## src/sv/rrts_pkg.sv

```systemverilog
// ----------------------------------------------------------------------------
// rrts_pkg
// Shared types and constants of the round-robin task scheduler.
// ----------------------------------------------------------------------------
`default_nettype none

package rrts_pkg;

	localparam int RING_DEPTH = 16;
	localparam int PTR_W      = (RING_DEPTH > 1) ? $clog2(RING_DEPTH) : 1;
	localparam int CNT_W      = $clog2(RING_DEPTH + 1);

	localparam logic [1:0] MODE_ADD = 2'd0;
	localparam logic [1:0] MODE_RUN = 2'd1;
	localparam logic [1:0] MODE_CLR = 2'd2;

	typedef struct packed {
		logic [1:0]  mode;
		logic [15:0] task_id;
		logic [15:0] runtime;
		logic [15:0] steps;
	} cmd_t;

	typedef struct packed {
		logic        accepted;
		logic [31:0] system_time;
		logic [31:0] idle_time;
		logic [4:0]  waiting_count;
		logic        done_valid;
		logic [15:0] done_id;
		logic [15:0] done_runtime;
		logic [31:0] done_elapsed;
		logic [31:0] done_completion;
	} result_t;

	// one task record in the ring
	typedef struct packed {
		logic [15:0] id;
		logic [15:0] need;
		logic [15:0] spent;
		logic [31:0] start;
	} entry_t;

	// scheduler state handed to the result register
	typedef struct packed {
		logic        accepted;
		logic [31:0] busy_ticks;
		logic [31:0] empty_ticks;
		logic [4:0]  waiting;
		logic        last_valid;
		logic [15:0] last_id;
		logic [15:0] last_need;
		logic [31:0] last_start;
		logic [31:0] last_finish;
	} stat_t;

endpackage

`default_nettype wire

```

## src/sv/rrts_ring.sv

```systemverilog
// ----------------------------------------------------------------------------
// rrts_ring
// Task record store: one write port, one read port with registered data.
// ----------------------------------------------------------------------------
`default_nettype none

module rrts_ring (
	input  wire logic                  clk,
	input  wire logic                  wr_en,
	input  wire logic [rrts_pkg::PTR_W-1:0] wr_addr,
	input  wire rrts_pkg::entry_t      wr_data,
	input  wire logic                  rd_en,
	input  wire logic [rrts_pkg::PTR_W-1:0] rd_addr,
	output rrts_pkg::entry_t           rd_data
);
	import rrts_pkg::*;

	entry_t mem [RING_DEPTH];
	entry_t rd_data_q;

	always_ff @(posedge clk) begin
		if (wr_en) begin
			mem[wr_addr] <= wr_data;
		end
	end

	always_ff @(posedge clk) begin
		if (rd_en) begin
			rd_data_q <= mem[rd_addr];
		end
	end

	assign rd_data = rd_data_q;

endmodule

`default_nettype wire

```

## src/sv/rrts_sat_inc.sv

```systemverilog
// ----------------------------------------------------------------------------
// rrts_sat_inc
// Shared 32-bit saturating incrementer for the busy and idle timers.
// ----------------------------------------------------------------------------
`default_nettype none

module rrts_sat_inc (
	input  wire logic [31:0] a,
	output logic [31:0]      y
);

	assign y = (&a) ? a : a + 32'd1;

endmodule

`default_nettype wire

```

## src/sv/rrts_ctrl.sv

```systemverilog
// ----------------------------------------------------------------------------
// rrts_ctrl
// Command sequencer: ring pointers, timers, completed record, tick loop.
// ----------------------------------------------------------------------------
`default_nettype none

module rrts_ctrl (
	input  wire logic           clk,
	input  wire logic           arst_n,
	input  wire logic           start,
	input  wire rrts_pkg::cmd_t cmd,
	output logic                busy,
	output logic                fin,
	output rrts_pkg::stat_t     stat
);
	import rrts_pkg::*;

	typedef enum logic [3:0] {
		S_IDLE = 4'b0001,
		S_RUN  = 4'b0010,
		S_EXEC = 4'b0100,
		S_DONE = 4'b1000
	} state_t;

	state_t             state_q;
	logic [PTR_W-1:0]   head_q, tail_q;
	logic [CNT_W-1:0]   count_q;
	logic [15:0]        steps_q;
	logic [31:0]        busy_q, idle_q;
	logic               acc_q;
	logic               last_valid_q;
	logic [15:0]        last_id_q, last_need_q;
	logic [31:0]        last_start_q, last_finish_q;

	logic               accept;
	logic               full;
	logic               add_ok;
	logic               wr_en, rd_en;
	entry_t             wr_data, rd_data;
	logic [31:0]        inc_a, inc_y;
	logic [15:0]        spent_n;
	logic               finished;

	function automatic logic [PTR_W-1:0] next_ptr(input logic [PTR_W-1:0] p);
		return (p == PTR_W'(RING_DEPTH - 1)) ? '0 : p + PTR_W'(1);
	endfunction

	assign accept   = start && (state_q == S_IDLE);
	assign full     = (count_q == CNT_W'(RING_DEPTH));
	assign add_ok   = accept && (cmd.mode == MODE_ADD) && !full;
	assign spent_n  = (&rd_data.spent) ? rd_data.spent : rd_data.spent + 16'd1;
	assign finished = (spent_n >= rd_data.need);

	// timer unit serves the idle timer in S_RUN and the busy timer in S_EXEC
	assign inc_a = (state_q == S_EXEC) ? busy_q : idle_q;

	rrts_sat_inc u_inc (
		.a (inc_a),
		.y (inc_y)
	);

	assign rd_en = (state_q == S_RUN) && (steps_q != '0) && (count_q != '0);
	assign wr_en = add_ok || ((state_q == S_EXEC) && !finished);

	always_comb begin
		if (state_q == S_EXEC) begin
			wr_data       = rd_data;
			wr_data.spent = spent_n;
		end else begin
			wr_data.id    = cmd.task_id;
			wr_data.need  = cmd.runtime;
			wr_data.spent = '0;
			wr_data.start = busy_q;
		end
	end

	rrts_ring u_ring (
		.clk     (clk),
		.wr_en   (wr_en),
		.wr_addr (tail_q),
		.wr_data (wr_data),
		.rd_en   (rd_en),
		.rd_addr (head_q),
		.rd_data (rd_data)
	);

	always_ff @(posedge clk or negedge arst_n) begin
		if (!arst_n) begin
			state_q       <= S_IDLE;
			head_q        <= '0;
			tail_q        <= '0;
			count_q       <= '0;
			steps_q       <= '0;
			busy_q        <= '0;
			idle_q        <= '0;
			acc_q         <= 1'b1;
			last_valid_q  <= 1'b0;
			last_id_q     <= '0;
			last_need_q   <= '0;
			last_start_q  <= '0;
			last_finish_q <= '0;
		end else begin
			case (state_q)
				S_IDLE: begin
					if (accept) begin
						acc_q   <= 1'b1;
						state_q <= S_DONE;
						case (cmd.mode)
							MODE_ADD: begin
								if (full) begin
									acc_q <= 1'b0;
								end else begin
									tail_q  <= next_ptr(tail_q);
									count_q <= count_q + CNT_W'(1);
								end
							end
							MODE_RUN: begin
								steps_q <= cmd.steps;
								state_q <= S_RUN;
							end
							MODE_CLR: begin
								last_valid_q <= 1'b0;
							end
							default: ;
						endcase
					end
				end
				S_RUN: begin
					if (steps_q == '0) begin
						state_q <= S_DONE;
					end else if (count_q == '0) begin
						idle_q  <= inc_y;
						state_q <= S_DONE;
					end else begin
						head_q  <= next_ptr(head_q);
						count_q <= count_q - CNT_W'(1);
						steps_q <= steps_q - 16'd1;
						state_q <= S_EXEC;
					end
				end
				S_EXEC: begin
					busy_q <= inc_y;
					if (finished) begin
						last_valid_q  <= 1'b1;
						last_id_q     <= rd_data.id;
						last_need_q   <= rd_data.need;
						last_start_q  <= rd_data.start;
						last_finish_q <= inc_y;
					end else begin
						tail_q  <= next_ptr(tail_q);
						count_q <= count_q + CNT_W'(1);
					end
					state_q <= S_RUN;
				end
				S_DONE: begin
					state_q <= S_IDLE;
				end
				default: begin
					state_q <= S_IDLE;
				end
			endcase
		end
	end

	assign busy = (state_q != S_IDLE);
	assign fin  = (state_q == S_DONE);

	assign stat.accepted    = acc_q;
	assign stat.busy_ticks  = busy_q;
	assign stat.empty_ticks = idle_q;
	assign stat.waiting     = 5'(count_q);
	assign stat.last_valid  = last_valid_q;
	assign stat.last_id     = last_id_q;
	assign stat.last_need   = last_need_q;
	assign stat.last_start  = last_start_q;
	assign stat.last_finish = last_finish_q;

`ifndef ASSERT_OFF
	a_count_bound: assert property (@(posedge clk) disable iff (!arst_n)
		count_q <= CNT_W'(RING_DEPTH))
		else $error("ring count beyond depth");

	a_ptr_meet: assert property (@(posedge clk) disable iff (!arst_n)
		(count_q == '0 || count_q == CNT_W'(RING_DEPTH)) |-> head_q == tail_q)
		else $error("head and tail disagree with count");

	a_exec_room: assert property (@(posedge clk) disable iff (!arst_n)
		(state_q == S_EXEC) |-> count_q < CNT_W'(RING_DEPTH))
		else $error("no room to requeue a popped task");

	a_busy_mono: assert property (@(posedge clk) disable iff (!arst_n)
		##1 busy_q >= $past(busy_q))
		else $error("busy timer went backwards");

	a_exec_from_run: assert property (@(posedge clk) disable iff (!arst_n)
		(state_q == S_EXEC) |=> (state_q == S_RUN) && ($past(rd_en, 2)))
		else $error("tick executed without a ring read");
`endif

endmodule

`default_nettype wire

```

## src/sv/round_robin_task_scheduler.sv

```systemverilog
// ----------------------------------------------------------------------------
// round_robin_task_scheduler
// Round-robin scheduler, one-tick quantum, tasks kept in a ring of records.
//
//   channel  | handshake            | payload
//   ---------+----------------------+------------------------------
//   command  | start / busy         | cmd    (rrts_pkg::cmd_t)
//   result   | valid (one cycle)    | result (rrts_pkg::result_t)
//
// Add, clear and unused commands: the result reaches the ports through the
// S_DONE state and then the result register.
// Run command: each served tick is a ring read in S_RUN, then the write-back
// and the busy-timer step through the shared timer incrementer in S_EXEC; a
// closing check in S_RUN and the result load follow.
// busy is high from the transfer until the cycle the result appears.
// Reset clears pointers, timers and the completed record; ring is not cleared.
// The receiver cannot stall: results are shown for exactly one cycle.
// ----------------------------------------------------------------------------
`default_nettype none

module round_robin_task_scheduler (
	input  wire logic           clk,
	input  wire logic           arst_n,
	input  wire logic           start,
	input  wire rrts_pkg::cmd_t cmd,
	output logic                busy,
	output logic                valid,
	output rrts_pkg::result_t   result
);
	import rrts_pkg::*;

	logic    fin;
	stat_t   stat;
	logic    valid_q;
	result_t result_q;

	rrts_ctrl u_ctrl (
		.clk    (clk),
		.arst_n (arst_n),
		.start  (start),
		.cmd    (cmd),
		.busy   (busy),
		.fin    (fin),
		.stat   (stat)
	);

	always_ff @(posedge clk or negedge arst_n) begin
		if (!arst_n) begin
			valid_q <= 1'b0;
		end else begin
			valid_q <= fin;
		end
	end

	// completed-record fields read as zero while no record is held
	always_ff @(posedge clk) begin
		if (fin) begin
			result_q.accepted      <= stat.accepted;
			result_q.system_time   <= stat.busy_ticks;
			result_q.idle_time     <= stat.empty_ticks;
			result_q.waiting_count <= stat.waiting;
			result_q.done_valid    <= stat.last_valid;
			if (stat.last_valid) begin
				result_q.done_id         <= stat.last_id;
				result_q.done_runtime    <= stat.last_need;
				result_q.done_elapsed    <= stat.last_finish - stat.last_start;
				result_q.done_completion <= stat.last_finish;
			end else begin
				result_q.done_id         <= '0;
				result_q.done_runtime    <= '0;
				result_q.done_elapsed    <= '0;
				result_q.done_completion <= '0;
			end
		end
	end

	assign valid  = valid_q;
	assign result = result_q;

endmodule

`default_nettype wire

```

## config.mk

```make
export PLATFORM = sky130hd
export DESIGN_NAME = round_robin_task_scheduler
export DESIGN_NICKNAME = d
export VERILOG_FILES = /design/src/sv/rrts_pkg.sv /design/src/sv/rrts_ring.sv /design/src/sv/rrts_sat_inc.sv /design/src/sv/rrts_ctrl.sv /design/src/sv/round_robin_task_scheduler.sv
export SDC_FILE = /design/constraint.sdc
export NUM_CORES = 2
export LEC_CHECK = 0
export BUFFER_PORTS_ARGS = -buffer_cell sky130_fd_sc_hd__clkbuf_2
export CAP_MARGIN = 10
export CORE_MARGIN = 5
export CORE_UTILIZATION = 60
export CTS_CLUSTER_SIZE = 30
export DETAILED_ROUTE_END_ITERATION = 8
export GPL_ROUTABILITY_DRIVEN = 0
export PLACE_DENSITY = 0.87
export SLEW_MARGIN = 10
export SYNTH_ARGS = -nofsm -noshare
export SYNTH_HDL_FRONTEND = slang
export SYNTH_SLANG_ARGS = --single-unit
export TNS_END_PERCENT = 10
```

## constraint.sdc

```tcl
create_clock -name clk -period 46.8 [get_ports clk]
set_input_delay 4.68 -clock clk [delete_from_list [all_inputs] [get_ports clk]]
set_output_delay 4.68 -clock clk [all_outputs]
set_load 0.1 [all_outputs]
```

==> results by group <==
Clock tree
  – Clock Pin Slew Worst Setup and Hold Paths: 0.06 ns
  – CTS Hold Buffers Added: 0
  – CTS tree: yes
  – Post CTS Setup Buffer Count: 0
  – Root Driver: clkbuf_16
  – Clk_lat worst skew: ~0.78 ns
  – Number of CTS-inserted buffers: about 160
  – H-tree Lvls: 4
  – Bufs on Longest Clock Path: 3
  – TritonCTS Sinks: between 1500 and 2000
  – Post-CTS sizing: 0

Synthesis
  – Mean Syn Cell Area: roughly 16 um^2
  – Cells after Synth: around 4200
  – Simple-gate share of the synthesized area: 5.58%
  – Top_reg_cell synth: edfxtp_1
  – Ys async rst share: ~11%
  – Syn_nets: between 4000 and 5000
  – Ys Warns: 0
  – Synth Area in XOR/XNOR: between 1 and 1.5%
  – Area share of fa/ha/maj cells after synthesis: 1.10%
  – Cell accounting for the most synthesized area: edfxtp_1
  – Mapped cell area: about 69000 um^2
  – Synth Area in Compound Gates: 6.13%
  – Distinct cells, synth: 86
  – Main combinational cell family by area after synthesis: multiplexers
  – Synth top area share: between 60% and 70%
  – Mux contribution to synthesized area: approximately 11%
  – Seq cells post-synth: 1723
  – EDFF count, synth: between 1500 and 2000
  – Area contributors post-synth: edfxtp_1 66%, dfrtp_1 7.0%, mux4_2 5.2%, mux2i_1 3.6%, nand2_1 2.2%
  – Seq/Total Area, Yosys: around 73%

Critical path
  – CP max stage cell: nor2_4
  – R2r startpoint: u_ctrl.u_ring.rd_data[34]
  – Max incr delay on CP: just over 0.9 ns
  – R2R Setup Slk: just under 40 ns
  – Startpoint type of the worst setup path: input port
  – CP Class: input port to flop
  – Critical path endpoint category: flop
  – R2R cell count: 16
  – Crit Reg-Reg Endpoint: u_ctrl.u_ring.mem[13][64]
  – CP max FO: 54
  – Critical path's top delay family: simple AND/OR/NAND/NOR gates
  – CP Buf/Inv Count: 2
  – Critical Path AT: between 8 and 9 ns
  – Required time of the critical path: ~47 ns
  – Crit path cell chain: clkbuf_2, nor3_1, nand2_1, o21ai_1, nand3_1, nor2_4, buf_4
  – Critical path origin: cmd[48]

Pwr
  – Sequential power share: between 40 and 50%
  – Switching power total: roughly 1.3 mW
  – Leakage power total: 26.8 nW
  – Comb pwr share: 23.7%
  – Clock share of power: 31.7%
  – Max VDD drop: between 0.03 and 0.04 mV
  – Pint: between 2 and 3 mW
  – Sw Share: 30.2%
  – PwrDens: 53.6 nW/um^2

Global routing
  – Largest net degree at the start of global routing: around 140
  – Number of global-route vias before repair: a little over 40000
  – Global-route wire length before repair: around 260000 um
  – Initial antenna violation count: 3
  – Global Route Usage Sum: between 20 and 30%
  – Overflow after GRT: 0

Routing
  – Length of the first detailed-routing pass in iterations: 6
  – Routed via count: just over 40000
  – DRT iter0 DRCs: a little under 6000
  – Vias per cell: 6.66
  – Post-route ant nets: 0
  – WL per Instance: ~28 um
  – # DRC: 0
  – Final WL: roughly 170000 um

Final layout
  – Final Non-Filler Cells: around 6100
  – Commonest non-fill, non-tap cell in the layout: edfxtp_1
  – Area added between synthesis and finish: 11.8%
  – Core Util, Final: 67.7%
  – NumNets Final: ~4600
  – Most frequent cells in the layout: 1527 x edfxtp_1, 409 x nand2_1, 273 x o21ai_0
  – Fill cell count: roughly 6800
  – Layout cells sized above 1: a little under a fifth

Hold path
  – Hold Crit Depth: 0
  – Min-delay src: u_ctrl.busy_q[12]
  – Endpoint, Worst Hold: result[146]
  – Class of the worst hold path: flop to flop

Die
  – Initial core utilization: about three fifths
  – Std cell rows: 124
  – Die footprint: approximately 120000 um^2
  – Die W: 350 um
  – DIE HEIGHT: ~350 um
  – Core area: approximately 110000 um^2
  – Ports: 222

Placed design
  – Detailed placer's ending HPWL: approximately 96000 um
  – # port buffers: 221
  – Placed Cells: 5826

Outcome
  – Status: complete, no violations

STA
  – Worst-Margin Slew: between 1 and 1.5 ns
  – Setup TNS Final: 0 ns
  – Tmin final: approximately 7.7 ns
  – Rel. slew slack: between 10% and 20%
  – Hold Fails Final Rpt: 0
  – Final worst-path cycle share: 16.5%
  – Max Freq: between 100 and 150 MHz
  – Skew final: between 0.05 and 0.06 ns
  – Final setup fails: 0
  – Final Max Slew Viols: 0
  – RSZ-0062 raised after global routing: no

Flow run
  – Maxcap violations: 0
## power by group through the flow
| stage | logic, mW | registers, mW | clock network [mW] |
|---|---|---|---|
| after CTS | 0.974 | 1.85 | 1.33 |
| after detailed placement | 0.952 | 1.88 | 0 |
| after global routing | 1.04 | 1.86 | 1.40 |
| after global placement | 0.922 | 1.87 | 0 |
| final | 0.984 | 1.85 | 1.32 |
| after floorplan | 0.655 | 1.95 | 0 |
## logic make-up (layout without fill, tap and decap cells)
family / after synthesis / after routing
buffers and inverters: 287 / 657
adder cells (fa/ha/maj): 60 / 60
AO/OA/AOI/OAI: 691 / 691
multiplexers: 548 / 548
XOR/XNOR: 118 / 118
other: 0 / 2
flip-flops: 1723 / 1723
AND/OR/NAND/NOR: 819 / 819
## sequential cells by signal, summed over array words and instances (netlist names)
signal and cells:
u_ctrl.last_start_q 32, u_ctrl.head_q 4, u_ctrl.idle_q 32, u_ctrl.count_q 5, result 167, u_ctrl.u_ring.mem 1280, u_ctrl.last_id_q 16, u_ctrl.acc_q 1
u_ctrl.steps_q 16, u_ctrl.last_valid_q 1, u_ctrl.tail_q 4, u_ctrl.busy_q 32, u_ctrl.last_need_q 16, u_ctrl.last_finish_q 32, valid 1, u_ctrl.u_ring.rd_data 80
u_ctrl.state_q 4
## per-layer routing
metal / vias up / part of all wire (%) / track usage (%)
met1: 20300 / 36 / 37.3
met3: 521 / 11 / 5.73
met2: 3106 / 49 / 46.6
met5: - / 0 / 0
met4: 0 / 3.9 / 10.7
li1: 16900 / - / -
## synth_stat cells, drive strengths merged, types with 6 or more instances
library cell / count
a21o: 27
a21oi: 149
a221oi: 81
a22oi: 85
and2: 98
and3: 13
and4: 7
buf: 53
clkbuf: 163
dfrtp: 194
edfxtp: 1527
ha: 58
inv: 69
mux2: 136
mux2i: 252
mux4: 160
nand2: 411
nand2b: 16
nand3: 55
nand4: 28
nor2: 112
nor2b: 6
nor3: 24
nor4: 6
o21a: 8
o21ai: 291
or3: 9
or4: 7
xnor2: 62
xor2: 56
## through the flow
stage	instance area (um^2)	worst slack [ns]	hold slack, ns	power, mW
3_5_place_dp	72300	38.49	0.457	2.83
3_3_place_gp	72300	38.56	0.458	2.80
2_1_floorplan	69500	27.38	0.420	2.61
5_1_grt	77600	38.95	0.503	4.30
4_1_cts	77600	39.22	0.473	4.15
6_report	77600	39.06	0.470	4.16
## worst max path at each step
stage	slack, ns	endpoint	depth (start not counted)
floorplan	27.38	valid	1
global placement	38.56	u_ctrl.u_ring.mem[12][65]	7
detailed placement	38.49	u_ctrl.u_ring.mem[13][64]	7
CTS	39.22	u_ctrl.u_ring.mem[13][64]	7
global route	38.95	u_ctrl.u_ring.mem[13][60]	7
finish	39.06	u_ctrl.u_ring.mem[13][64]	7
## final cells by class
type                    instances  area, um^2  share of cell area [%]
diodes                          2        5.00                 0.00645
clock buffers                 224        4580                    5.89
clock inverters                77         757                   0.975
inverters                      71         267                   0.343
multi-input cells            2236       17700                    22.9
flip-flops and latches       1723       50800                    65.4
well taps                    1512        1890                    2.44
repair buffers                285        1620                    2.09
No activity file was read; power rests on OpenSTA's default activity.
